### src/rtl/core/swfrect_pkg.sv
package swfrect_pkg;

  localparam int unsigned SCAN_W        = 31;
  localparam int unsigned SCAN_LIMIT    = SCAN_W - 1;
  localparam int unsigned MAX_MOVE_BITS = 31;
  localparam int unsigned HDR_BYTES     = 14;
  localparam int unsigned EDGES         = 4;

  typedef struct packed {
    logic       byte_vld;
    logic [7:0] byte_dat;
    logic       byte_last;
    logic       bit_vld;
    logic       bit_dat;
    logic       bit_fin;
  } pk_cmd_t;

endpackage

### src/rtl/core/swfrect_width_scan.sv
module swfrect_width_scan import swfrect_pkg::*; (
  input  logic              clk_i,
  input  logic              rst_ni,
  input  logic              load_i,
  input  logic [SCAN_W-1:0] val_i,
  output logic [4:0]        width_o,
  output logic              done_o
);

  logic [SCAN_W-1:0] sh_q, sh_d;
  logic [4:0]        k_q, k_d;
  logic              run_q, run_d;

  always_comb begin
    sh_d  = sh_q;
    k_d   = k_q;
    run_d = run_q;
    if (load_i) begin
      sh_d  = val_i;
      k_d   = '0;
      run_d = 1'b1;
    end else if (run_q) begin
      if (sh_q[SCAN_W-1] == sh_q[SCAN_W-2]) begin
        sh_d = {sh_q[SCAN_W-1], sh_q[SCAN_W-3:0], 1'b0};
        k_d  = k_q + 5'd1;
        if (k_q == 5'(SCAN_LIMIT - 1)) begin
          run_d = 1'b0;
        end
      end else begin
        run_d = 1'b0;
      end
    end
  end

  always_ff @(posedge clk_i or negedge rst_ni) begin
    if (!rst_ni) begin
      run_q <= 1'b0;
    end else begin
      run_q <= run_d;
    end
  end

  always_ff @(posedge clk_i) begin
    sh_q <= sh_d;
    k_q  <= k_d;
  end

  assign width_o = 5'(SCAN_W) - k_q;
  assign done_o  = ~run_q;

endmodule

### src/rtl/core/swfrect_bit_packer.sv
module swfrect_bit_packer import swfrect_pkg::*; (
  input  logic       clk_i,
  input  logic       rst_ni,
  input  pk_cmd_t    cmd_i,
  output logic       flush_o,
  output logic       out_valid_o,
  output logic [7:0] byte_out_o,
  output logic       last_byte_o
);

  logic [7:0] acc_q, acc_d;
  logic [2:0] nb_q, nb_d;
  logic       flush_q, flush_d;
  logic       ov_q, ov_d;
  logic [7:0] ob_q, ob_d;
  logic       ol_q, ol_d;
  logic       push, bit_in;

  always_comb begin
    push    = cmd_i.bit_vld | flush_q;
    bit_in  = cmd_i.bit_dat & ~flush_q;
    acc_d   = acc_q;
    nb_d    = nb_q;
    flush_d = flush_q;
    ov_d    = 1'b0;
    ob_d    = ob_q;
    ol_d    = ol_q;
    if (cmd_i.byte_vld) begin
      ov_d = 1'b1;
      ob_d = cmd_i.byte_dat;
      ol_d = cmd_i.byte_last;
    end
    if (push) begin
      acc_d = {acc_q[6:0], bit_in};
      nb_d  = nb_q + 3'd1;
      if (nb_q == 3'd7) begin
        ov_d    = 1'b1;
        ob_d    = acc_d;
        ol_d    = flush_q | cmd_i.bit_fin;
        flush_d = 1'b0;
      end else if (cmd_i.bit_fin) begin
        flush_d = 1'b1;
      end
    end
  end

  always_ff @(posedge clk_i or negedge rst_ni) begin
    if (!rst_ni) begin
      nb_q    <= '0;
      flush_q <= 1'b0;
      ov_q    <= 1'b0;
    end else begin
      nb_q    <= nb_d;
      flush_q <= flush_d;
      ov_q    <= ov_d;
    end
  end

  always_ff @(posedge clk_i) begin
    acc_q <= acc_d;
    ob_q  <= ob_d;
    ol_q  <= ol_d;
  end

  assign flush_o     = flush_q;
  assign out_valid_o = ov_q;
  assign byte_out_o  = ob_q;
  assign last_byte_o = ol_q;

  a_no_push_in_flush: assert property (@(posedge clk_i) disable iff (!rst_ni)
    flush_q |-> !cmd_i.bit_vld)
    else $error("bit pushed while padding");

  a_byte_alone: assert property (@(posedge clk_i) disable iff (!rst_ni)
    cmd_i.byte_vld |-> (!cmd_i.bit_vld && !flush_q && nb_q == 3'd0))
    else $error("byte word collides with bit packing");

  a_flush_partial: assert property (@(posedge clk_i) disable iff (!rst_ni)
    flush_q |-> nb_q != 3'd0)
    else $error("padding with an empty accumulator");

  a_last_gap: assert property (@(posedge clk_i) disable iff (!rst_ni)
    (ov_q && ol_q) |=> !ov_q)
    else $error("word right after last word");

endmodule

### src/rtl/core/swf_rect_shape_record_encoder.sv
// Encodes one rectangle into its shape-with-style byte stream. An item is taken
// when start is high and busy is low; busy stays high until the last word has
// been handed over. Words appear on byte_out_o/last_byte_o for exactly one cycle
// with out_valid_o high and cannot be held off by the receiver. The 14 style
// bytes leave one per cycle; the record bits are then packed one per cycle into
// eight-bit words. The record is 61 to 181 bits long and is padded with 0 to 7
// zero bits to a whole word; the 31-bit sign-run scanners size its fields, and
// the bits are packed only once every scanner is done.
module swf_rect_shape_record_encoder import swfrect_pkg::*; (
  input  logic        clk_i,
  input  logic        rst_ni,
  input  logic        start,
  output logic        busy,
  input  logic [31:0] fill_color_i,
  input  logic [15:0] line_width_i,
  input  logic [31:0] line_color_i,
  input  logic [30:0] x_origin_i,
  input  logic [30:0] y_origin_i,
  input  logic [16:0] rect_width_i,
  input  logic [16:0] rect_height_i,
  output logic        out_valid_o,
  output logic [7:0]  byte_out_o,
  output logic        last_byte_o
);

  typedef enum logic [4:0] {
    ST_IDLE  = 5'b00001,
    ST_HDR   = 5'b00010,
    ST_WAIT  = 5'b00100,
    ST_BITS  = 5'b01000,
    ST_DRAIN = 5'b10000
  } state_e;

  localparam logic [3:0] F_SCR = 4'd0;
  localparam logic [3:0] F_MB  = 4'd1;
  localparam logic [3:0] F_MX  = 4'd2;
  localparam logic [3:0] F_MY  = 4'd3;
  localparam logic [3:0] F_STY = 4'd4;
  localparam logic [3:0] F_EH0 = 4'd5;
  localparam logic [3:0] F_ED0 = 4'd6;
  localparam logic [3:0] F_EH1 = 4'd7;
  localparam logic [3:0] F_ED1 = 4'd8;
  localparam logic [3:0] F_EH2 = 4'd9;
  localparam logic [3:0] F_ED2 = 4'd10;
  localparam logic [3:0] F_EH3 = 4'd11;
  localparam logic [3:0] F_ED3 = 4'd12;
  localparam logic [3:0] F_END = 4'd13;

  localparam logic [5:0] SCR_FLAGS = 6'b001011;
  localparam logic [1:0] STY_SEL   = 2'b11;
  localparam logic [1:0] EDGE_TAG  = 2'b11;
  localparam logic [7:0] NBITS_HDR = 8'h11;
  localparam logic [7:0] STYLE_CNT = 8'h01;
  localparam logic [7:0] FILL_SOL  = 8'h00;
  localparam logic [4:0] SCR_LEN   = 5'd6;
  localparam logic [4:0] MB_LEN    = 5'd5;
  localparam logic [4:0] STY_LEN   = 5'd2;
  localparam logic [4:0] EH_LEN    = 5'd8;
  localparam logic [4:0] END_LEN   = 5'd6;

  state_e state_q, state_d;
  logic [3:0] hidx_q, hidx_d;
  logic [3:0] fld_q, fld_d, fld_nxt;
  logic [4:0] bidx_q, bidx_d;

  logic [31:0] fill_q, lc_q;
  logic [15:0] lw_q;
  logic [30:0] x_q, y_q;
  logic [16:0] d_q [EDGES];
  logic        hnz_q;
  logic        accept;

  logic [16:0] neg_w, neg_h;
  logic [17:0] neg_w_full, neg_h_full;

  logic [SCAN_W-1:0] scan_val [EDGES+2];
  logic [4:0]        scan_w   [EDGES+2];
  logic [EDGES+1:0]  scan_done;

  logic [4:0] mb, mb_raw;
  logic [4:0] n_e   [EDGES];
  logic       vert_e [EDGES];
  logic [30:0] fval;
  logic [4:0]  len_nxt;
  logic [7:0]  hdr_byte;

  pk_cmd_t cmd;
  logic    pk_flush;

  assign accept = start & ~busy;
  assign busy   = (state_q != ST_IDLE);

  assign neg_w_full = 18'd0 - {rect_width_i[16], rect_width_i};
  assign neg_h_full = 18'd0 - {rect_height_i[16], rect_height_i};
  assign neg_w = (neg_w_full[17:16] == 2'b01) ? 17'h0FFFF : neg_w_full[16:0];
  assign neg_h = (neg_h_full[17:16] == 2'b01) ? 17'h0FFFF : neg_h_full[16:0];

  assign scan_val[0] = x_origin_i;
  assign scan_val[1] = y_origin_i;
  assign scan_val[2] = {{(SCAN_W-17){rect_width_i[16]}}, rect_width_i};
  assign scan_val[3] = {{(SCAN_W-17){rect_height_i[16]}}, rect_height_i};
  assign scan_val[4] = {{(SCAN_W-17){neg_w[16]}}, neg_w};
  assign scan_val[5] = {{(SCAN_W-17){neg_h[16]}}, neg_h};

  for (genvar g = 0; g < EDGES + 2; g++) begin : g_scan
    swfrect_width_scan u_scan (
      .clk_i  (clk_i),
      .rst_ni (rst_ni),
      .load_i (accept),
      .val_i  (scan_val[g]),
      .width_o(scan_w[g]),
      .done_o (scan_done[g])
    );
  end

  assign mb_raw = (scan_w[0] > scan_w[1]) ? scan_w[0] : scan_w[1];
  assign mb     = (mb_raw > 5'(MAX_MOVE_BITS)) ? 5'(MAX_MOVE_BITS) : mb_raw;

  for (genvar e = 0; e < EDGES; e++) begin : g_edge
    assign n_e[e] = (scan_w[e+2] < 5'd2) ? 5'd2 : scan_w[e+2];
  end
  assign vert_e[0] = 1'b0;
  assign vert_e[1] = hnz_q;
  assign vert_e[2] = 1'b0;
  assign vert_e[3] = hnz_q;

  always_comb begin
    unique case (hidx_q)
      4'd0:    hdr_byte = STYLE_CNT;
      4'd1:    hdr_byte = FILL_SOL;
      4'd2:    hdr_byte = fill_q[31:24];
      4'd3:    hdr_byte = fill_q[23:16];
      4'd4:    hdr_byte = fill_q[15:8];
      4'd5:    hdr_byte = fill_q[7:0];
      4'd6:    hdr_byte = STYLE_CNT;
      4'd7:    hdr_byte = lw_q[7:0];
      4'd8:    hdr_byte = lw_q[15:8];
      4'd9:    hdr_byte = lc_q[31:24];
      4'd10:   hdr_byte = lc_q[23:16];
      4'd11:   hdr_byte = lc_q[15:8];
      4'd12:   hdr_byte = lc_q[7:0];
      4'd13:   hdr_byte = NBITS_HDR;
      default: hdr_byte = '0;
    endcase
  end

  function automatic logic [30:0] edge_hdr(input logic [4:0] n, input logic vert);
    logic [4:0] nm2;
    nm2 = n - 5'd2;
    return {23'd0, EDGE_TAG, nm2[3:0], 1'b0, vert};
  endfunction

  function automatic logic [30:0] edge_val(input logic [16:0] d);
    return {{14{d[16]}}, d};
  endfunction

  always_comb begin
    unique case (fld_q)
      F_SCR:   fval = {25'd0, SCR_FLAGS};
      F_MB:    fval = {26'd0, mb};
      F_MX:    fval = x_q;
      F_MY:    fval = y_q;
      F_STY:   fval = {29'd0, STY_SEL};
      F_EH0:   fval = edge_hdr(n_e[0], vert_e[0]);
      F_ED0:   fval = edge_val(d_q[0]);
      F_EH1:   fval = edge_hdr(n_e[1], vert_e[1]);
      F_ED1:   fval = edge_val(d_q[1]);
      F_EH2:   fval = edge_hdr(n_e[2], vert_e[2]);
      F_ED2:   fval = edge_val(d_q[2]);
      F_EH3:   fval = edge_hdr(n_e[3], vert_e[3]);
      F_ED3:   fval = edge_val(d_q[3]);
      default: fval = '0;
    endcase
  end

  assign fld_nxt = fld_q + 4'd1;

  always_comb begin
    unique case (fld_nxt)
      F_SCR:   len_nxt = SCR_LEN;
      F_MB:    len_nxt = MB_LEN;
      F_MX:    len_nxt = mb;
      F_MY:    len_nxt = mb;
      F_STY:   len_nxt = STY_LEN;
      F_EH0:   len_nxt = EH_LEN;
      F_ED0:   len_nxt = n_e[0];
      F_EH1:   len_nxt = EH_LEN;
      F_ED1:   len_nxt = n_e[1];
      F_EH2:   len_nxt = EH_LEN;
      F_ED2:   len_nxt = n_e[2];
      F_EH3:   len_nxt = EH_LEN;
      F_ED3:   len_nxt = n_e[3];
      F_END:   len_nxt = END_LEN;
      default: len_nxt = 5'd1;
    endcase
  end

  always_comb begin
    state_d = state_q;
    hidx_d  = hidx_q;
    fld_d   = fld_q;
    bidx_d  = bidx_q;
    cmd     = '0;
    unique case (state_q)
      ST_IDLE: begin
        if (start) begin
          state_d = ST_HDR;
          hidx_d  = '0;
        end
      end
      ST_HDR: begin
        cmd.byte_vld = 1'b1;
        cmd.byte_dat = hdr_byte;
        hidx_d       = hidx_q + 4'd1;
        if (hidx_q == 4'(HDR_BYTES - 1)) begin
          state_d = ST_WAIT;
        end
      end
      ST_WAIT: begin
        if (&scan_done) begin
          state_d = ST_BITS;
          fld_d   = F_SCR;
          bidx_d  = SCR_LEN - 5'd1;
        end
      end
      ST_BITS: begin
        cmd.bit_vld = 1'b1;
        cmd.bit_dat = fval[bidx_q];
        cmd.bit_fin = (fld_q == F_END) && (bidx_q == 5'd0);
        if (bidx_q == 5'd0) begin
          if (fld_q == F_END) begin
            state_d = ST_DRAIN;
          end else begin
            fld_d  = fld_nxt;
            bidx_d = len_nxt - 5'd1;
          end
        end else begin
          bidx_d = bidx_q - 5'd1;
        end
      end
      ST_DRAIN: begin
        if (!pk_flush) begin
          state_d = ST_IDLE;
        end
      end
      default: state_d = ST_IDLE;
    endcase
  end

  always_ff @(posedge clk_i or negedge rst_ni) begin
    if (!rst_ni) begin
      state_q <= ST_IDLE;
      hidx_q  <= '0;
      fld_q   <= F_SCR;
      bidx_q  <= '0;
    end else begin
      state_q <= state_d;
      hidx_q  <= hidx_d;
      fld_q   <= fld_d;
      bidx_q  <= bidx_d;
    end
  end

  always_ff @(posedge clk_i) begin
    if (accept) begin
      fill_q <= fill_color_i;
      lw_q   <= line_width_i;
      lc_q   <= line_color_i;
      x_q    <= x_origin_i;
      y_q    <= y_origin_i;
      d_q[0] <= rect_width_i;
      d_q[1] <= rect_height_i;
      d_q[2] <= neg_w;
      d_q[3] <= neg_h;
      hnz_q  <= (rect_height_i != 17'd0);
    end
  end

  swfrect_bit_packer u_pack (
    .clk_i      (clk_i),
    .rst_ni     (rst_ni),
    .cmd_i      (cmd),
    .flush_o    (pk_flush),
    .out_valid_o(out_valid_o),
    .byte_out_o (byte_out_o),
    .last_byte_o(last_byte_o)
  );

endmodule
### config.mk
export PLATFORM = sky130hd
export DESIGN_NAME = swf_rect_shape_record_encoder
export DESIGN_NICKNAME = d
export VERILOG_FILES = /design/src/rtl/core/swfrect_pkg.sv /design/src/rtl/core/swfrect_width_scan.sv /design/src/rtl/core/swfrect_bit_packer.sv /design/src/rtl/core/swf_rect_shape_record_encoder.sv
export SDC_FILE = /design/constraint.sdc
export NUM_CORES = 1
export LEC_CHECK = 0
export ABC_CLOCK_PERIOD_IN_PS = 9330
export BUFFER_PORTS_ARGS = -buffer_cell sky130_fd_sc_hd__buf_2
export CAP_MARGIN = 20
export CORE_ASPECT_RATIO = 0.75
export CORE_MARGIN = 2
export CORE_UTILIZATION = 47
export DETAILED_ROUTE_END_ITERATION = 7
export GPL_TIMING_DRIVEN = 0
export PLACE_DENSITY = 0.62
export SETUP_SLACK_MARGIN = 0.2
export SLEW_MARGIN = 15
export SYNTH_ARGS = -nofsm -noshare
export SYNTH_HDL_FRONTEND = slang
export SYNTH_SLANG_ARGS = --single-unit
### constraint.sdc
create_clock -name clk_i -period 9.33 [get_ports clk_i]
set_input_delay 0.933 -clock clk_i [delete_from_list [all_inputs] [get_ports clk_i]]
set_output_delay 0.933 -clock clk_i [all_outputs]
set_load 0.05 [all_outputs]
==> metrics.sh <==
POSTSYNTHNETCOUNT=1993
DIE_WIDTH_MICRONS=250
POSTROUTEANTENNANETS=0
DIE-HEIGHT_MICRONS=189
CPLARGESTDELAYFAMILY='buffers and inverters'
POST_SYNTH.CELL_AREA_AVG_SQ_UM=12.0
TOTAL_CTS_BUFFERS=47
FMAX_GHz=0.266
NETLIST_AREA_SQ_UM=21300
CRITICAL-PATH-SLOWEST-CELL='sky130_fd_sc_hd__buf_1'
CRITICAL_PATH.MOST_COMMON_CELL='sky130_fd_sc_hd__buf_2'
FINALCOREUTILIZATION=0.550
DETAIL_ROUTE.VIAS_PER_CELL=5.71
TOTAL_LEAKAGE_POWER_nW=9.60
WORSTSETUPSTARTPOINTTYPE='flip-flop'
POWER.SHARE.SWITCHING=0.328
CLOCK_POWER_SHARE=0.247
PLACEDINSTANCEAREA_SQ_UM=23100
TRITONCTS='done'
ROUTE.FINAL.WIRE_LENGTH_MM=58.5
WORST_PIN_SLEW_NS=1.07
WORST_SKEW_PAIR.LATE_LATENCY_NS=0.58
GROUTE.USAGE.OVERALL=0.246
FINALCRITPERIODSHARE=0.402
CORE-AREA_SQ_UM=44800
REQUIRED_TIME_AT_THE_ENDPOINT_OF_THE_CRITICAL_PATH_NS=9.82
POST-CTS-SETUP-BUFFERS=0
DRC_VIOLATIONS_LEFT=0
PLACE_HPWL_MM=42.9
CTS.HOLD.BUFFERS_ADDED=0
GLOBAL_ROUTE.OVERFLOW_TOTAL=0
TIMING.CRITICAL_PATH.FANOUT_MAX=10
NETSWITCHINGPOWER_mW=2.45
HOLD_WS_NS=0.422
POST_SYNTH_NUM_CELL_TYPES=93
SYNTH_CELLS=1781
WORST_HOLD_PATH_TYPE='in -> async'
GP_CONGESTION=0.940
STDCELL_AREA_SQ_UM=24600
POST-ROUTE-MIN-PERIOD_NS=3.75
FIRST_PASS_ITERS=6
WORST_CLOCK_SKEW_NS=0.0117
IO-PIN-COUNT=190
YOSYS_WARNINGS=0
VIAS_IN_THE_FIRST_GLOBAL_ROUTE=14500
GRT_PASS1_WL_MM=87.8
POST_CTS_RESIZED=0
HTREE_LEVELS=2
SYNTH.YOSYS.SEQ_AREA_SHARE=0.639
SHARE_SEQ_OF_TOTAL_POWER=0.479
WL_PER_CELL_MICRONS=22.1
FP.DIEAREA_SQ_UM=47100
OUTCOME='finished clean'
FIN_MAX_SLEW_VIOS=0
FINAL-HOLD-VIOLATION-COUNT=0
START_UTIL=0.477
CLOCK-SINKS=472
TIMING.CRITICAL_PATH.ARRIVAL_NS=4.24
FINALNETCOUNT=2236
FINAL_SETUP_VIOLATIONS=0
DR_ITER_0_VIOLS=1418
MAX-VDD-IR-DROP_mV=0.162
FLOW.AREA_GROWTH_FROM_SYNTHESIS_PCT=15.4
CLOCK_PATH_BUFFERS=3
CLOCK_TREE.ROOT_CELL='sky130_fd_sc_hd__clkbuf_16'
COUNT_OF_FLIP_FLOPS_WITH_A_BUILT_IN_ENABLE_AFTER_SYNTHESIS=404
DRIVE_GT1_FRAC=0.179
FF_LATCH_COUNT_SYNTH=472
LARGEST_NET_DEGREE_AT_THE_START_OF_GLOBAL_ROUTING=60
ASYNCSETRESETFLOPFRACSYNTH=0.0614
INTERNAL_POWER_mW=5.04
COMBINATIONALPOWERSHARE=0.274
GRT_ANTENNA_BEFORE_REPAIR=1
WORSTSETUPPATHTYPE='reg -> reg'
MAXSLEWHEADROOM=0.288
ROW_COUNT=67
CP_NUM_BUF_INV=5
INPUT_OUTPUT_BUFFERS=189
CTS.CLK_SLEW.WORST_PATHS_NS=0.07
REPORT.POWER.TOTAL_mW=7.49
POWER_DENSITY_nW_PER_UM2=304
TIMING.CRITICAL_PATH.CELLS='buf_2, inv_1, ha_1, buf_2, buf_2, buf_1, nand2_1, o2111ai_1, o311ai_0, a211oi_1, nand2_1, a311oi_2'
DR_TOTAL_VIAS=15100
MAX_STAGE_DELAY_NS=0.45
YOSYS_MOST_USED_DFF='sky130_fd_sc_hd__edfxtp_1'
CRIT_PATH_END_KIND='flip-flop'
MAXCAPVIOLCOUNT=0
GRT_SETUP_UNREPAIRED='no'
power groups by stage:
stage               Clock, mW  Combinational (mW)  Sequential (mW)
CTS                      1.89                2.06             3.59
finish                   1.85                2.05             3.59
global placement            0                1.94             3.73
global route             1.97                2.28             3.66
floorplan                   0                1.35             3.67
detailed placement          0                2.05             3.63
flip-flops by register name (all words and copies together) (netlist names), 16 cells and up:
register	flops
lc_q	32
d_q	68
fill_q	32
g_scan.u_scan.k_q	30
lw_q	16
y_q	31
x_q	31
g_scan.u_scan.sh_q	186
cells by family (layout without fill, tap and decap cells):
kind of cell / Yosys count / in the layout / share of synthesized area
AOI/OAI and AO/OA: 356 / 356 / 0.120
xor gates and xnor gates: 57 / 57 / 0.0234
adders and majority gates: 33 / 33 / 0.0194
buffers and inverters: 144 / 421 / 0.0299
DFF: 472 / 472 / 0.639
muxes: 42 / 42 / 0.0222
other: 0 / 1 / 0
and+or+nand+nor: 677 / 677 / 0.146
area by class of cell:
type	instances	area, sq um
multi-input cells	1165	7060
inverters	38	143
fillers	3905	20200
well taps	586	733
clock buffers	59	1260
plain buffers	106	498
clock inverters	24	215
repair buffers	194	1060
diodes	1	2.50
flip-flops and latches	472	13600
path summary, 6_finish.rpt:
| path | slack, ns | from | endpoint | depth (start not counted) |
|---|---|---|---|---|
| min in group clk_i | 0.45 | u_pack.acc_q[0] | u_pack.acc_q[1] | 0 |
| worst max-delay path | 5.58 | fld_q[0] | u_pack.byte_out_o[0] | 12 |
| worst min register to register | 0.45 | u_pack.acc_q[0] | u_pack.acc_q[1] | 0 |
| worst max register to register | 5.58 | fld_q[0] | u_pack.byte_out_o[0] | 12 |
| max in group asynchronous | 8.40 | rst_ni | g_scan[4].u_scan.run_q | 1 |
| worst min-delay path | 0.42 | rst_ni | fld_q[1] | 1 |
cell usage after synthesis (all sizes together), types with 7 or more instances:
master  number  share of area
edfxtp     404           0.57
nand2      372          0.065
nor2       106          0.019
clkbuf      71          0.012
a21o        63          0.022
o21ai       58          0.014
a21oi       41         0.0098
dfxtp       39          0.037
inv         37         0.0065
buf         35          0.011
ha          33          0.019
nand3       30         0.0070
a31oi       29         0.0085
xor2        29          0.012
dfrtp       28          0.033
xnor2       28          0.011
nor3        27         0.0073
a22oi       25         0.0088
a211oi      24         0.0087
mux2        22          0.012
and2        21         0.0062
nand4       21         0.0062
a221oi      20         0.0082
or2         19         0.0057
mux2i       18         0.0084
nand2b      17         0.0053
nand3b      12         0.0044
nor2b       12         0.0035
nor4        11         0.0035
o22ai       10         0.0029
a222oi       8         0.0038
a211o        7         0.0029
placed cells by master, fill, tap and decap left out, types with 22 or more instances in the layout:
| master | instances |
|---|---|
| sky130_fd_sc_hd__a211oi_1 | 23 |
| sky130_fd_sc_hd__a21o_1 | 63 |
| sky130_fd_sc_hd__a21oi_1 | 40 |
| sky130_fd_sc_hd__a22oi_1 | 25 |
| sky130_fd_sc_hd__a31oi_1 | 29 |
| sky130_fd_sc_hd__buf_2 | 206 |
| sky130_fd_sc_hd__clkbuf_1 | 78 |
| sky130_fd_sc_hd__clkbuf_16 | 48 |
| sky130_fd_sc_hd__dfrtp_1 | 28 |
| sky130_fd_sc_hd__dfxtp_1 | 39 |
| sky130_fd_sc_hd__edfxtp_1 | 404 |
| sky130_fd_sc_hd__ha_1 | 33 |
| sky130_fd_sc_hd__inv_1 | 36 |
| sky130_fd_sc_hd__mux2_2 | 22 |
| sky130_fd_sc_hd__nand2_1 | 370 |
| sky130_fd_sc_hd__nand3_1 | 30 |
| sky130_fd_sc_hd__nor2_1 | 104 |
| sky130_fd_sc_hd__nor3_1 | 23 |
| sky130_fd_sc_hd__o21ai_0 | 53 |
| sky130_fd_sc_hd__xnor2_1 | 28 |
| sky130_fd_sc_hd__xor2_1 | 29 |
through the flow:
| stage | std cells | setup TNS [ns] | setup slack (ns) |
|---|---|---|---|
| 2_1_floorplan | 1781 | 0 | 0.799 |
| 3_3_place_gp | 2556 | -559.15 | -2.50 |
| 3_5_place_dp | 2561 | 0 | 5.33 |
| 4_1_cts | 2644 | 0 | 5.62 |
| 5_1_grt | 2644 | 0 | 5.44 |
| 6_report | 2645 | 0 | 5.58 |
metal layers:
metal,vias to the layer above,GRT usage,share of wire
met5,-,0,0.00014
met4,2,0.0675,0.023
met3,82,0.0460,0.074
met2,536,0.356,0.43
met1,7438,0.380,0.48
li1,7032,-,-
Note: power is estimated with default switching activity, not from simulation.
